===== config.mk =====
export PLATFORM = sky130hd
export DESIGN_NAME = deadline_timer_table_flat
export DESIGN_NICKNAME = d
export VERILOG_FILES = /design/src/rtl/core/dtt_pkg.sv /design/src/rtl/core/dtt_ifs.sv /design/src/rtl/core/deadline_timer_table.sv /design/src/rtl/core/dtt_ctrl.sv /design/src/rtl/core/dtt_dp.sv /design/src/flat_wrapper.sv
export SDC_FILE = /design/constraint.sdc
export NUM_CORES = 2
export LEC_CHECK = 0
export CAP_MARGIN = 0
export CORE_ASPECT_RATIO = 0.6
export CORE_MARGIN = 5
export CORE_UTILIZATION = 55
export DETAILED_ROUTE_END_ITERATION = 10
export DONT_BUFFER_PORTS = 1
export PLACE_DENSITY = 0.7
export SLEW_MARGIN = 20
export SYNTH_ARGS = -nofsm -noshare
export SYNTH_HDL_FRONTEND = slang
export SYNTH_SLANG_ARGS = --single-unit

===== constraint.sdc =====
create_clock -name clk -period 8.7 [get_ports clk]
set_input_delay 2.61 -clock clk [delete_from_list [all_inputs] [get_ports clk]]
set_output_delay 2.61 -clock clk [all_outputs]
set_load 0.01 [all_outputs]

===== src/rtl/core/dtt_pkg.sv =====
`timescale 1ns / 1ps
// ----------------------------------------------------------------------------
// dtt_pkg
// Shared types and constants for the deadline timer table.
// ----------------------------------------------------------------------------
package dtt_pkg;

    localparam int SLOTS      = 16;
    localparam int ID_W       = 4;
    localparam int TIME_W     = 48;
    localparam int PER_W      = 32;
    localparam int CNT_W      = 5;
    localparam logic [PER_W-1:0] ROLL_RESET = 32'd3600000;

    typedef enum logic [2:0] {
        FN_ADD     = 3'd0,
        FN_CANCEL  = 3'd1,
        FN_REFRESH = 3'd2,
        FN_RESET   = 3'd3,
        FN_QUERY   = 3'd4,
        FN_COLLECT = 3'd5
    } dtt_func_t;

    typedef enum logic [2:0] {
        ST_IDLE,
        ST_EXEC,
        ST_SETDL,
        ST_SCAN,
        ST_FIRE,
        ST_RESP
    } dtt_state_t;

    // controller to datapath
    typedef struct packed {
        logic load;
        logic exec;
        logic set_dl;
        logic scan_step;
        logic fire;
        logic resp;
    } dtt_cmd_t;

    // datapath to controller
    typedef struct packed {
        logic [2:0] func;
        logic       full;
        logic       reset_write;
        logic       idx_last;
        logic       found_n;
        logic       fire_last;
        logic       out_free;
    } dtt_stat_t;

    // saturating time plus period
    function automatic logic [TIME_W-1:0] sat_add(input logic [TIME_W-1:0] a,
                                                   input logic [PER_W-1:0] b);
        logic [TIME_W:0] s;
        s = {1'b0, a} + {{(TIME_W-PER_W+1){1'b0}}, b};
        return s[TIME_W] ? {TIME_W{1'b1}} : s[TIME_W-1:0];
    endfunction

endpackage


===== src/rtl/core/dtt_ifs.sv =====
`timescale 1ns / 1ps
// ----------------------------------------------------------------------------
// dtt_ifs
// Valid/ready channels for operations, results and configuration.
// ----------------------------------------------------------------------------
interface dtt_in_if;
    logic        valid;
    logic        ready;
    logic [2:0]  func;
    logic [3:0]  timer_id;
    logic [31:0] period_ms;
    logic        recurring;
    logic        restart_now;
    logic [47:0] now_ms;
    modport source (output valid, func, timer_id, period_ms, recurring, restart_now, now_ms,
                    input ready);
    modport sink (input valid, func, timer_id, period_ms, recurring, restart_now, now_ms,
                  output ready);
endinterface

interface dtt_out_if;
    logic        valid;
    logic        ready;
    logic        ok;
    logic [3:0]  slot_id;
    logic        fired;
    logic [47:0] wait_ms;
    logic        wake;
    logic        any_active;
    logic        last;
    modport source (output valid, ok, slot_id, fired, wait_ms, wake, any_active, last,
                    input ready);
    modport sink (input valid, ok, slot_id, fired, wait_ms, wake, any_active, last,
                  output ready);
endinterface

interface dtt_cfg_if;
    logic        valid;
    logic        ready;
    logic [31:0] data;
    modport source (output valid, data, input ready);
    modport sink (input valid, data, output ready);
endinterface


===== src/rtl/core/deadline_timer_table.sv =====
`timescale 1ns / 1ps
// Sequencing: cancel, refresh, unknown codes, a full-table add and a reset that leaves the slot
// alone go from execute straight to the result; add and query scan all 16 slots; a rewriting
// reset sets the deadline, then scans; collect emits each fired timer after a 16-slot rescan.
// Throughput: one operation at a time; the next is accepted the cycle after the last result
// is registered, and every result waits for ready. Reset clears the active flags, the wake
// latch and the last collect time and sets the rollover window to 3600000 ms.
// ----------------------------------------------------------------------------
// deadline_timer_table
// Top level: joins the sequencer and the slot datapath.
// ----------------------------------------------------------------------------
module deadline_timer_table
(
    input  logic      clk,
    input  logic      rst_n,
    dtt_in_if.sink    in_ch,
    dtt_out_if.source out_ch,
    dtt_cfg_if.sink   cfg_ch
);

    dtt_pkg::dtt_cmd_t  cmd;
    dtt_pkg::dtt_stat_t stat;

    dtt_ctrl u_ctrl
    (
        .clk      (clk),
        .rst_n    (rst_n),
        .in_valid (in_ch.valid),
        .in_ready (in_ch.ready),
        .stat     (stat),
        .cmd      (cmd)
    );

    dtt_dp u_dp
    (
        .clk    (clk),
        .rst_n  (rst_n),
        .in_ch  (in_ch),
        .out_ch (out_ch),
        .cfg_ch (cfg_ch),
        .cmd    (cmd),
        .stat   (stat)
    );

endmodule


===== src/rtl/core/dtt_ctrl.sv =====
`timescale 1ns / 1ps
// ----------------------------------------------------------------------------
// dtt_ctrl
// Sequencer: steps each operation through execute and then, as its function needs, deadline set, scan, fire or respond.
// ----------------------------------------------------------------------------
module dtt_ctrl
(
    input  logic               clk,
    input  logic               rst_n,
    input  logic               in_valid,
    output logic               in_ready,
    input  dtt_pkg::dtt_stat_t stat,
    output dtt_pkg::dtt_cmd_t  cmd
);

    dtt_pkg::dtt_state_t state_reg;
    dtt_pkg::dtt_state_t state_next;

    // state register
    always_ff @(posedge clk or negedge rst_n)
    begin
        if (!rst_n)
        begin
            state_reg <= dtt_pkg::ST_IDLE;
        end
        else
        begin
            state_reg <= state_next;
        end
    end

    // next state and commands
    always_comb
    begin
        state_next = state_reg;
        cmd        = '0;
        in_ready   = 1'b0;
        unique case (state_reg)
            dtt_pkg::ST_IDLE:
            begin
                in_ready = 1'b1;
                if (in_valid)
                begin
                    cmd.load   = 1'b1;
                    state_next = dtt_pkg::ST_EXEC;
                end
            end
            dtt_pkg::ST_EXEC:
            begin
                cmd.exec = 1'b1;
                priority case (stat.func)
                    dtt_pkg::FN_ADD:
                        state_next = stat.full ? dtt_pkg::ST_RESP : dtt_pkg::ST_SCAN;
                    dtt_pkg::FN_RESET:
                        state_next = stat.reset_write ? dtt_pkg::ST_SETDL : dtt_pkg::ST_RESP;
                    dtt_pkg::FN_QUERY, dtt_pkg::FN_COLLECT:
                        state_next = dtt_pkg::ST_SCAN;
                    default:
                        state_next = dtt_pkg::ST_RESP;
                endcase
            end
            dtt_pkg::ST_SETDL:
            begin
                cmd.set_dl = 1'b1;
                state_next = dtt_pkg::ST_SCAN;
            end
            dtt_pkg::ST_SCAN:
            begin
                cmd.scan_step = 1'b1;
                if (stat.idx_last)
                begin
                    if (stat.func == dtt_pkg::FN_COLLECT && stat.found_n)
                    begin
                        state_next = dtt_pkg::ST_FIRE;
                    end
                    else
                    begin
                        state_next = dtt_pkg::ST_RESP;
                    end
                end
            end
            dtt_pkg::ST_FIRE:
            begin
                if (stat.out_free)
                begin
                    cmd.fire   = 1'b1;
                    state_next = stat.fire_last ? dtt_pkg::ST_IDLE : dtt_pkg::ST_SCAN;
                end
            end
            dtt_pkg::ST_RESP:
            begin
                if (stat.out_free)
                begin
                    cmd.resp   = 1'b1;
                    state_next = dtt_pkg::ST_IDLE;
                end
            end
            default:
            begin
                state_next = dtt_pkg::ST_IDLE;
            end
        endcase
    end

endmodule


===== src/rtl/core/dtt_dp.sv =====
`timescale 1ns / 1ps
// ----------------------------------------------------------------------------
// dtt_dp
// Datapath: slot table, scan accumulators, result register and config.
// ----------------------------------------------------------------------------
module dtt_dp
(
    input  logic               clk,
    input  logic               rst_n,
    dtt_in_if.sink             in_ch,
    dtt_out_if.source          out_ch,
    dtt_cfg_if.sink            cfg_ch,
    input  dtt_pkg::dtt_cmd_t  cmd,
    output dtt_pkg::dtt_stat_t stat
);

    localparam int IW = dtt_pkg::ID_W;
    localparam int TW = dtt_pkg::TIME_W;
    localparam int PW = dtt_pkg::PER_W;
    localparam int CW = dtt_pkg::CNT_W;
    localparam int N  = dtt_pkg::SLOTS;

    // slot table
    logic [TW-1:0] dl_reg  [N];
    logic [PW-1:0] per_reg [N];
    logic [N-1:0]  rep_reg;
    logic [N-1:0]  act_reg;
    logic [N-1:0]  done_reg;

    // operation registers
    logic [2:0]    func_reg;
    logic [PW-1:0] pin_reg;
    logic          rec_reg;
    logic          fnow_reg;
    logic [TW-1:0] now_reg;
    logic [IW-1:0] idx_reg;
    logic [IW-1:0] slot_reg;
    logic [TW-1:0] new_dl_reg;
    logic [TW-1:0] start_reg;
    logic [TW-1:0] best_reg;
    logic          found_reg;
    logic [IW-1:0] pick_reg;
    logic          wake_ok_reg;
    logic          wake_en_reg;
    logic          res_ok_reg;
    logic          roll_reg;
    logic          first_reg;
    logic          surv_reg;
    logic [CW-1:0] cnt_reg;
    logic [CW-1:0] emit_reg;
    logic          latch_reg;
    logic [TW-1:0] prev_reg;
    logic [PW-1:0] win_reg;

    // result register
    logic          ov_reg;
    logic          o_ok_reg;
    logic [IW-1:0] o_slot_reg;
    logic          o_fired_reg;
    logic [TW-1:0] o_wait_reg;
    logic          o_wake_reg;
    logic          o_any_reg;
    logic          o_last_reg;

    logic [TW-1:0] e_dl;
    logic [PW-1:0] e_per;
    logic          e_act;
    logic          e_exp;
    logic          cand;
    logic          better;
    logic          found_n;
    logic [IW-1:0] pick_n;
    logic          full;
    logic [IW-1:0] free_idx;
    logic          same_per;
    logic          out_free;
    logic          wake_now;
    logic [TW-1:0] prev_minus;
    logic          roll_n;
    logic [TW-1:0] dl_less;

    // read the entry under the pointer
    assign e_dl  = dl_reg[idx_reg];
    assign e_per = per_reg[idx_reg];
    assign e_act = act_reg[idx_reg];
    assign e_exp = roll_reg || (e_dl <= now_reg);

    // lowest free slot
    always_comb
    begin
        free_idx = '0;
        full     = 1'b1;
        for (int i = N - 1; i >= 0; i--)
        begin
            if (!act_reg[i])
            begin
                free_idx = IW'(i);
                full     = 1'b0;
            end
        end
    end

    // scan candidate selection
    always_comb
    begin
        if (func_reg == dtt_pkg::FN_COLLECT)
        begin
            cand = e_act && !done_reg[idx_reg] && e_exp;
        end
        else
        begin
            cand = e_act;
        end
        better  = cmd.scan_step && cand && (!found_reg || (e_dl < best_reg));
        found_n = found_reg || better;
        pick_n  = better ? idx_reg : pick_reg;
    end

    assign same_per   = (pin_reg == e_per) && !fnow_reg;
    assign out_free   = !ov_reg || out_ch.ready;
    assign wake_now   = wake_en_reg && wake_ok_reg && !latch_reg;
    assign prev_minus = prev_reg - {{(TW-PW){1'b0}}, win_reg};
    assign roll_n     = (prev_reg >= {{(TW-PW){1'b0}}, win_reg}) && (now_reg < prev_minus);
    assign dl_less    = (e_dl >= {{(TW-PW){1'b0}}, e_per})
                        ? e_dl - {{(TW-PW){1'b0}}, e_per} : '0;

    assign stat.func        = func_reg;
    assign stat.full        = full;
    assign stat.reset_write = !same_per && e_act;
    assign stat.idx_last    = (idx_reg == IW'(N - 1));
    assign stat.found_n     = found_n;
    assign stat.fire_last   = ((emit_reg + CW'(1)) == cnt_reg);
    assign stat.out_free    = out_free;

    assign cfg_ch.ready = 1'b1;

    // control state
    always_ff @(posedge clk or negedge rst_n)
    begin
        if (!rst_n)
        begin
            act_reg   <= '0;
            done_reg  <= '0;
            latch_reg <= 1'b0;
            prev_reg  <= '0;
            win_reg   <= dtt_pkg::ROLL_RESET;
            ov_reg    <= 1'b0;
        end
        else
        begin
            if (cfg_ch.valid)
            begin
                win_reg <= cfg_ch.data;
            end
            // hold the result until taken, load a new one when issued
            if (cmd.fire || cmd.resp)
            begin
                ov_reg <= 1'b1;
            end
            else if (out_ch.ready)
            begin
                ov_reg <= 1'b0;
            end
            if (cmd.exec)
            begin
                unique case (func_reg)
                    dtt_pkg::FN_ADD:
                        if (!full)
                        begin
                            act_reg[free_idx] <= 1'b1;
                        end
                    dtt_pkg::FN_CANCEL:
                        act_reg[idx_reg] <= 1'b0;
                    dtt_pkg::FN_QUERY:
                        latch_reg <= 1'b0;
                    dtt_pkg::FN_COLLECT:
                    begin
                        prev_reg <= now_reg;
                        done_reg <= '0;
                    end
                    default:
                    begin
                    end
                endcase
            end
            if (cmd.fire)
            begin
                done_reg[idx_reg] <= 1'b1;
                if (!rep_reg[idx_reg])
                begin
                    act_reg[idx_reg] <= 1'b0;
                end
            end
            if (cmd.resp)
            begin
                if (wake_now)
                begin
                    latch_reg <= 1'b1;
                end
            end
        end
    end

    // table and payload
    always_ff @(posedge clk)
    begin
        if (cmd.load)
        begin
            func_reg  <= in_ch.func;
            pin_reg   <= in_ch.period_ms;
            rec_reg   <= in_ch.recurring;
            fnow_reg  <= in_ch.restart_now;
            now_reg   <= in_ch.now_ms;
            idx_reg   <= in_ch.timer_id;
        end
        if (cmd.exec)
        begin
            wake_en_reg <= 1'b0;
            wake_ok_reg <= 1'b1;
            res_ok_reg  <= 1'b0;
            slot_reg    <= '0;
            found_reg   <= 1'b0;
            first_reg   <= 1'b1;
            cnt_reg     <= '0;
            emit_reg    <= '0;
            surv_reg    <= 1'b0;
            unique case (func_reg)
                dtt_pkg::FN_ADD:
                begin
                    if (!full)
                    begin
                        dl_reg[free_idx]  <= dtt_pkg::sat_add(now_reg, pin_reg);
                        per_reg[free_idx] <= pin_reg;
                        rep_reg[free_idx] <= rec_reg;
                        new_dl_reg        <= dtt_pkg::sat_add(now_reg, pin_reg);
                        slot_reg          <= free_idx;
                        res_ok_reg        <= 1'b1;
                        wake_en_reg       <= 1'b1;
                        idx_reg           <= '0;
                    end
                end
                dtt_pkg::FN_CANCEL:
                    res_ok_reg <= e_act;
                dtt_pkg::FN_REFRESH:
                begin
                    res_ok_reg <= e_act;
                    if (e_act)
                    begin
                        dl_reg[idx_reg] <= dtt_pkg::sat_add(now_reg, e_per);
                    end
                end
                dtt_pkg::FN_RESET:
                begin
                    res_ok_reg <= same_per || e_act;
                    start_reg  <= fnow_reg ? now_reg : dl_less;
                end
                dtt_pkg::FN_QUERY:
                begin
                    res_ok_reg <= 1'b1;
                    idx_reg    <= '0;
                end
                dtt_pkg::FN_COLLECT:
                begin
                    res_ok_reg <= 1'b1;
                    roll_reg   <= roll_n;
                    idx_reg    <= '0;
                end
                default:
                begin
                end
            endcase
        end
        if (cmd.set_dl)
        begin
            dl_reg[idx_reg]  <= dtt_pkg::sat_add(start_reg, pin_reg);
            per_reg[idx_reg] <= pin_reg;
            new_dl_reg       <= dtt_pkg::sat_add(start_reg, pin_reg);
            slot_reg         <= idx_reg;
            wake_en_reg      <= 1'b1;
            idx_reg          <= '0;
        end
        if (cmd.scan_step)
        begin
            found_reg <= found_n;
            pick_reg  <= pick_n;
            if (better)
            begin
                best_reg <= e_dl;
            end
            // drop wake when another active deadline is not later
            if ((func_reg == dtt_pkg::FN_ADD || func_reg == dtt_pkg::FN_RESET) &&
                idx_reg != slot_reg && e_act && e_dl <= new_dl_reg)
            begin
                wake_ok_reg <= 1'b0;
            end
            if (func_reg == dtt_pkg::FN_COLLECT && first_reg)
            begin
                cnt_reg  <= cnt_reg + CW'(e_act && e_exp);
                surv_reg <= surv_reg || (e_act && (rep_reg[idx_reg] || !e_exp));
            end
            if (idx_reg == IW'(N - 1))
            begin
                first_reg <= 1'b0;
                idx_reg   <= (func_reg == dtt_pkg::FN_COLLECT) ? pick_n : '0;
            end
            else
            begin
                idx_reg <= idx_reg + IW'(1);
            end
        end
        if (cmd.fire)
        begin
            if (rep_reg[idx_reg])
            begin
                dl_reg[idx_reg] <= dtt_pkg::sat_add(now_reg, e_per);
            end
            o_ok_reg    <= 1'b1;
            o_slot_reg  <= idx_reg;
            o_fired_reg <= 1'b1;
            o_wait_reg  <= '0;
            o_wake_reg  <= 1'b0;
            o_any_reg   <= surv_reg;
            o_last_reg  <= stat.fire_last;
            emit_reg    <= emit_reg + CW'(1);
            found_reg   <= 1'b0;
            idx_reg     <= '0;
        end
        if (cmd.resp)
        begin
            o_ok_reg    <= res_ok_reg;
            // of the non-fire results, only add reports a slot number
            o_slot_reg  <= (func_reg == dtt_pkg::FN_ADD) ? slot_reg : '0;
            o_fired_reg <= 1'b0;
            if (func_reg == dtt_pkg::FN_QUERY)
            begin
                o_wait_reg <= !found_reg ? {TW{1'b1}}
                            : (now_reg >= best_reg) ? '0 : best_reg - now_reg;
            end
            else
            begin
                o_wait_reg <= '0;
            end
            o_wake_reg  <= wake_now;
            o_any_reg   <= |act_reg;
            o_last_reg  <= 1'b1;
        end
    end

    assign out_ch.valid      = ov_reg;
    assign out_ch.ok         = o_ok_reg;
    assign out_ch.slot_id    = o_slot_reg;
    assign out_ch.fired      = o_fired_reg;
    assign out_ch.wait_ms    = o_wait_reg;
    assign out_ch.wake       = o_wake_reg;
    assign out_ch.any_active = o_any_reg;
    assign out_ch.last       = o_last_reg;

endmodule

===== src/flat_wrapper.sv =====
// flat-port wrapper written by rule: the top's interface ports become plain ports
module deadline_timer_table_flat 
  (clk, rst_n, in_ch_valid, in_ch_func, in_ch_timer_id, in_ch_period_ms, in_ch_recurring, in_ch_restart_now, in_ch_now_ms, in_ch_ready, out_ch_valid, out_ch_ok, out_ch_slot_id, out_ch_fired, out_ch_wait_ms, out_ch_wake, out_ch_any_active, out_ch_last, out_ch_ready, cfg_ch_valid, cfg_ch_data, cfg_ch_ready);
  dtt_in_if in_ch_i ();
  dtt_out_if out_ch_i ();
  dtt_cfg_if cfg_ch_i ();
  input  logic clk;
  input  logic rst_n;
  input wire logic [$bits(in_ch_i.valid)-1:0] in_ch_valid;
  input wire logic [$bits(in_ch_i.func)-1:0] in_ch_func;
  input wire logic [$bits(in_ch_i.timer_id)-1:0] in_ch_timer_id;
  input wire logic [$bits(in_ch_i.period_ms)-1:0] in_ch_period_ms;
  input wire logic [$bits(in_ch_i.recurring)-1:0] in_ch_recurring;
  input wire logic [$bits(in_ch_i.restart_now)-1:0] in_ch_restart_now;
  input wire logic [$bits(in_ch_i.now_ms)-1:0] in_ch_now_ms;
  output wire logic [$bits(in_ch_i.ready)-1:0] in_ch_ready;
  output wire logic [$bits(out_ch_i.valid)-1:0] out_ch_valid;
  output wire logic [$bits(out_ch_i.ok)-1:0] out_ch_ok;
  output wire logic [$bits(out_ch_i.slot_id)-1:0] out_ch_slot_id;
  output wire logic [$bits(out_ch_i.fired)-1:0] out_ch_fired;
  output wire logic [$bits(out_ch_i.wait_ms)-1:0] out_ch_wait_ms;
  output wire logic [$bits(out_ch_i.wake)-1:0] out_ch_wake;
  output wire logic [$bits(out_ch_i.any_active)-1:0] out_ch_any_active;
  output wire logic [$bits(out_ch_i.last)-1:0] out_ch_last;
  input wire logic [$bits(out_ch_i.ready)-1:0] out_ch_ready;
  input wire logic [$bits(cfg_ch_i.valid)-1:0] cfg_ch_valid;
  input wire logic [$bits(cfg_ch_i.data)-1:0] cfg_ch_data;
  output wire logic [$bits(cfg_ch_i.ready)-1:0] cfg_ch_ready;
  assign in_ch_i.valid = in_ch_valid;
  assign in_ch_i.func = in_ch_func;
  assign in_ch_i.timer_id = in_ch_timer_id;
  assign in_ch_i.period_ms = in_ch_period_ms;
  assign in_ch_i.recurring = in_ch_recurring;
  assign in_ch_i.restart_now = in_ch_restart_now;
  assign in_ch_i.now_ms = in_ch_now_ms;
  assign in_ch_ready = in_ch_i.ready;
  assign out_ch_valid = out_ch_i.valid;
  assign out_ch_ok = out_ch_i.ok;
  assign out_ch_slot_id = out_ch_i.slot_id;
  assign out_ch_fired = out_ch_i.fired;
  assign out_ch_wait_ms = out_ch_i.wait_ms;
  assign out_ch_wake = out_ch_i.wake;
  assign out_ch_any_active = out_ch_i.any_active;
  assign out_ch_last = out_ch_i.last;
  assign out_ch_i.ready = out_ch_ready;
  assign cfg_ch_i.valid = cfg_ch_valid;
  assign cfg_ch_i.data = cfg_ch_data;
  assign cfg_ch_ready = cfg_ch_i.ready;
  deadline_timer_table u_core (.clk(clk), .rst_n(rst_n), .in_ch(in_ch_i), .out_ch(out_ch_i), .cfg_ch(cfg_ch_i));
endmodule

==> flow_summary.toml <==
[yosys]
synth_nets = 6632
async_reset_ff_share_pct = 6.771
yosysWarnings = 0
ys_types = 92
synthSimpleGateAreaFrac_pct = 7.154
netlist_area_mm2 = 0.08482
synthMuxAreaShare_pct = 10.65
synth-xor-area-share_pct = 2.757
syn_area_per_cell_um2 = 13.92
yosys.area_share.adder_pct = 6.116
synthesis.instances = 6095
ys_ff_latch = 1728
synth_compound_area_share_pct = 10.39
synth_top_family_by_area = "multiplexers"
synth-edff-count = 1595
ys.flop_type = "edfxtp_1"
synth_seq_area_share_pct = 60.31

[grt]
grt_remaining_overflow = 0
grt_pass1_wl_um = 389100
grt_pass1_vias = 53630
grt_max_degree = 118
grtUsageTotal_pct = 33.47
antenna_found_initial = 10

[pwr]
pwr-share-clk_pct = 18.5
combPwrFrac_pct = 50.3
p_int_uw = 21590
seqPwrFrac_pct = 31.3
p_sw_uw = 16420
pwr_density_cell_mw_per_mm2 = 407.4
vdd_drop_max_v = 0.0002341
p_leak_uw = 0.03311
netSwitchingFraction_pct = 43.19

[critical_path]
crit_start = "u_core.u_dp.idx_reg[0]"
cp_top_family = "compound AO/OA/AOI/OAI gates"
max_stage_delay_ns = 0.95
worstSetupPathType = "register to register"
r2r_end = "u_core.u_dp.best_reg[46]"
critPathSlowestCell = "dfxtp_4"
crit_fanout = 48
r2r_slack_ns = 1.51
rr_startpoint = "u_core.u_dp.idx_reg[0]"
path_depth = 14
worst_ep_required_time_ns = 9.13
path_buf_inv = 3
arrival_ns = 7.62
crit_path_start_kind = "register"
crit_end = "u_core.u_dp.best_reg[46]"
path_cells = "buf_4, mux4_2, mux4_2, ha_1, a2111oi_0, nand2_1, a31oi_1, o211ai_1, a211oi_1, a21oi_1, o31a_1, a211o_1, inv_2, buf_4"
crit_path_end_kind = "register"
reg2reg_depth = 14

[cts]
clk_latency_ns = 0.83
hold_buffers = 0
cts_made_buffers = 156
htree_levels = 4
cts_setup_buffers = 0
clkSinkCount = 1728
cts-resized-gates = 0
clkTransAtPathRegs_ns = 0.06
cts_root_buf = "clkbuf_16"
cts_max_path_buffers = 3
tritoncts = "yes"

[timing]
timing.final.crit_share_pct = 82.64
tightest_slew_ns = 1.275
rsz0062_at_grt = "no"
setup_slack_ns = 1.510
skew_ns = 0.05163
fin_tns_setup_ns = 0
drv_slew = 0
setup_violations = 0
slew_headroom_pct = 15.03
hold_slack_ns = 0.4651
fin_crit_ns = 7.190
max_clock_freq_mhz = 139.1
hold_violations = 0

[cells_and_area]
fillers = 11400
layout_common_cells = "edfxtp_1, nand2_1, a21oi_1"
ff_latch_area_mm2 = 0.05117
area_growth_pct = 9.995
multi_input_area_mm2 = 0.03183
final_common_cell = "edfxtp_1"
largest_reg_flops = 768
fin_cells = 8366
layout-drive-gt1-share_pct = 14.28
stdcell_area_mm2 = 0.09330
nNetsFinal = 6728

[drt]
avgViaCountPerCell = 6.887
wirelength_um = 274400
route.vias.total = 57610
avgRoutedWirePerCell_um = 32.80
highest_layer = "met5"
route.detailed.drc = 1
drtIter0Drc = 9134
drt-pass1-iter-count = 11
drt.antenna.violating_nets = 0
wl_met3_um = 46250
wl_met1_um = 115800
dr_wl_met2_um = 105700

[floorplan]
coreArea_mm2 = 0.1530
die_w_um = 517.0
io-pin-count = 186
die_area_mm2 = 0.1624
initial_utilization_pct = 55.42
die_y_um = 314.2
row_count = 111

[flow_run]
max_cap_violations = 0

[placement]
dp_slack_ns = 1.403
hpwlAfterDp_um = 192000
dpl_cell_area_mm2 = 0.08807
dp.cells = 8065
io_buffers = 0
gp_congestion = 1.039

[hold_path]
hp-class = "register to register"

[status]
status = "finished, violations left"
violations = "DRC"
-- cell type report --
cell class              instances  area share [%]
clock inverters                66          0.8140
clock buffers                 219           4.692
repair buffers                183           1.556
well taps                    2034           2.728
diodes                         14         0.03755
multi-input cells            3823           34.12
inverters                     299           1.208
flip-flops and latches       1728           54.85
-- synth_stat cells, drive strengths merged, types with 12 or more instances --
library cell / count / share of area [%]
a211oi: 43 / 0.38
a21boi: 17 / 0.15
a21o: 143 / 1.3
a21oi: 413 / 2.4
a221oi: 26 / 0.27
a22o: 18 / 0.19
a22oi: 24 / 0.21
a2bb2oi: 14 / 0.14
a31oi: 54 / 0.40
a32o: 14 / 0.17
and2: 26 / 0.19
and3: 30 / 0.22
and4: 12 / 0.12
buf: 89 / 0.61
clkbuf: 156 / 0.69
dfrtp: 106 / 3.1
dfxtp: 16 / 0.38
edfxtp: 1595 / 56
ha: 405 / 6.0
inv: 294 / 1.3
mux2i: 61 / 0.72
mux4: 368 / 9.8
nand2: 471 / 2.1
nand2b: 46 / 0.34
nand3: 84 / 0.50
nand4: 82 / 0.60
nor2: 362 / 1.6
nor2b: 36 / 0.27
nor3: 75 / 0.46
nor4: 21 / 0.17
o211ai: 38 / 0.34
o21a: 48 / 0.42
o21ai: 307 / 1.8
o21bai: 33 / 0.29
o221ai: 16 / 0.17
o22ai: 37 / 0.27
o31ai: 30 / 0.27
or2: 26 / 0.19
or3: 24 / 0.18
xnor2: 152 / 1.6
xor2: 115 / 1.2
-- kinds of logic (layout without fill, tap and decap cells) --
logic type | Yosys count | after routing
compound gates | 1385 | 1385
xor+xnor | 267 | 267
fa+ha+maj | 411 | 411
buf+inv | 544 | 767
flops | 1728 | 1728
mux | 440 | 440
other cells | 1 | 15
simple gates | 1319 | 1319
-- stage by stage --
stage / utilization (%) / power [uW]
4_1_cts: 60.90 / 37210
2_1_floorplan: - / 23690
6_report: 60.96 / 38010
5_1_grt: 60.94 / 39610
3_3_place_gp: 57.52 / 29950
3_5_place_dp: 57.54 / 30150
-- power by group through the flow --
stage	clock, uW	combinational (uW)	sequential, uW
after floorplan	0	12100	11600
after global placement	0	18000	12000
after detailed placement	0	18100	12000
after CTS	7090	18300	11800
after global routing	7470	20200	11900
final	7030	19100	11900
-- layer usage --
layer  global-route usage [%]  vias up
li1                         -    23890
met1                    52.94    29040
met4                    7.793        4
met5                        0        -
met2                    42.93     4261
met3                    13.29      417
-- worst min-delay path by stage --
stage                                        from                       to  slack [ns]  cells after the start
after detailed placement  u_core.u_dp.wake_en_reg  u_core.u_dp.wake_en_reg        0.45                      1
after global routing      u_core.u_dp.wake_en_reg  u_core.u_dp.wake_en_reg        0.50                      1
after global placement    u_core.u_dp.wake_en_reg  u_core.u_dp.wake_en_reg        0.43                      1
after floorplan           u_core.u_dp.wake_en_reg  u_core.u_dp.wake_en_reg        0.43                      1
final                     u_core.u_dp.wake_en_reg  u_core.u_dp.wake_en_reg        0.47                      1
after CTS                 u_core.u_dp.wake_en_reg  u_core.u_dp.wake_en_reg        0.46                      1
Power figures use the tool's default switching activity.
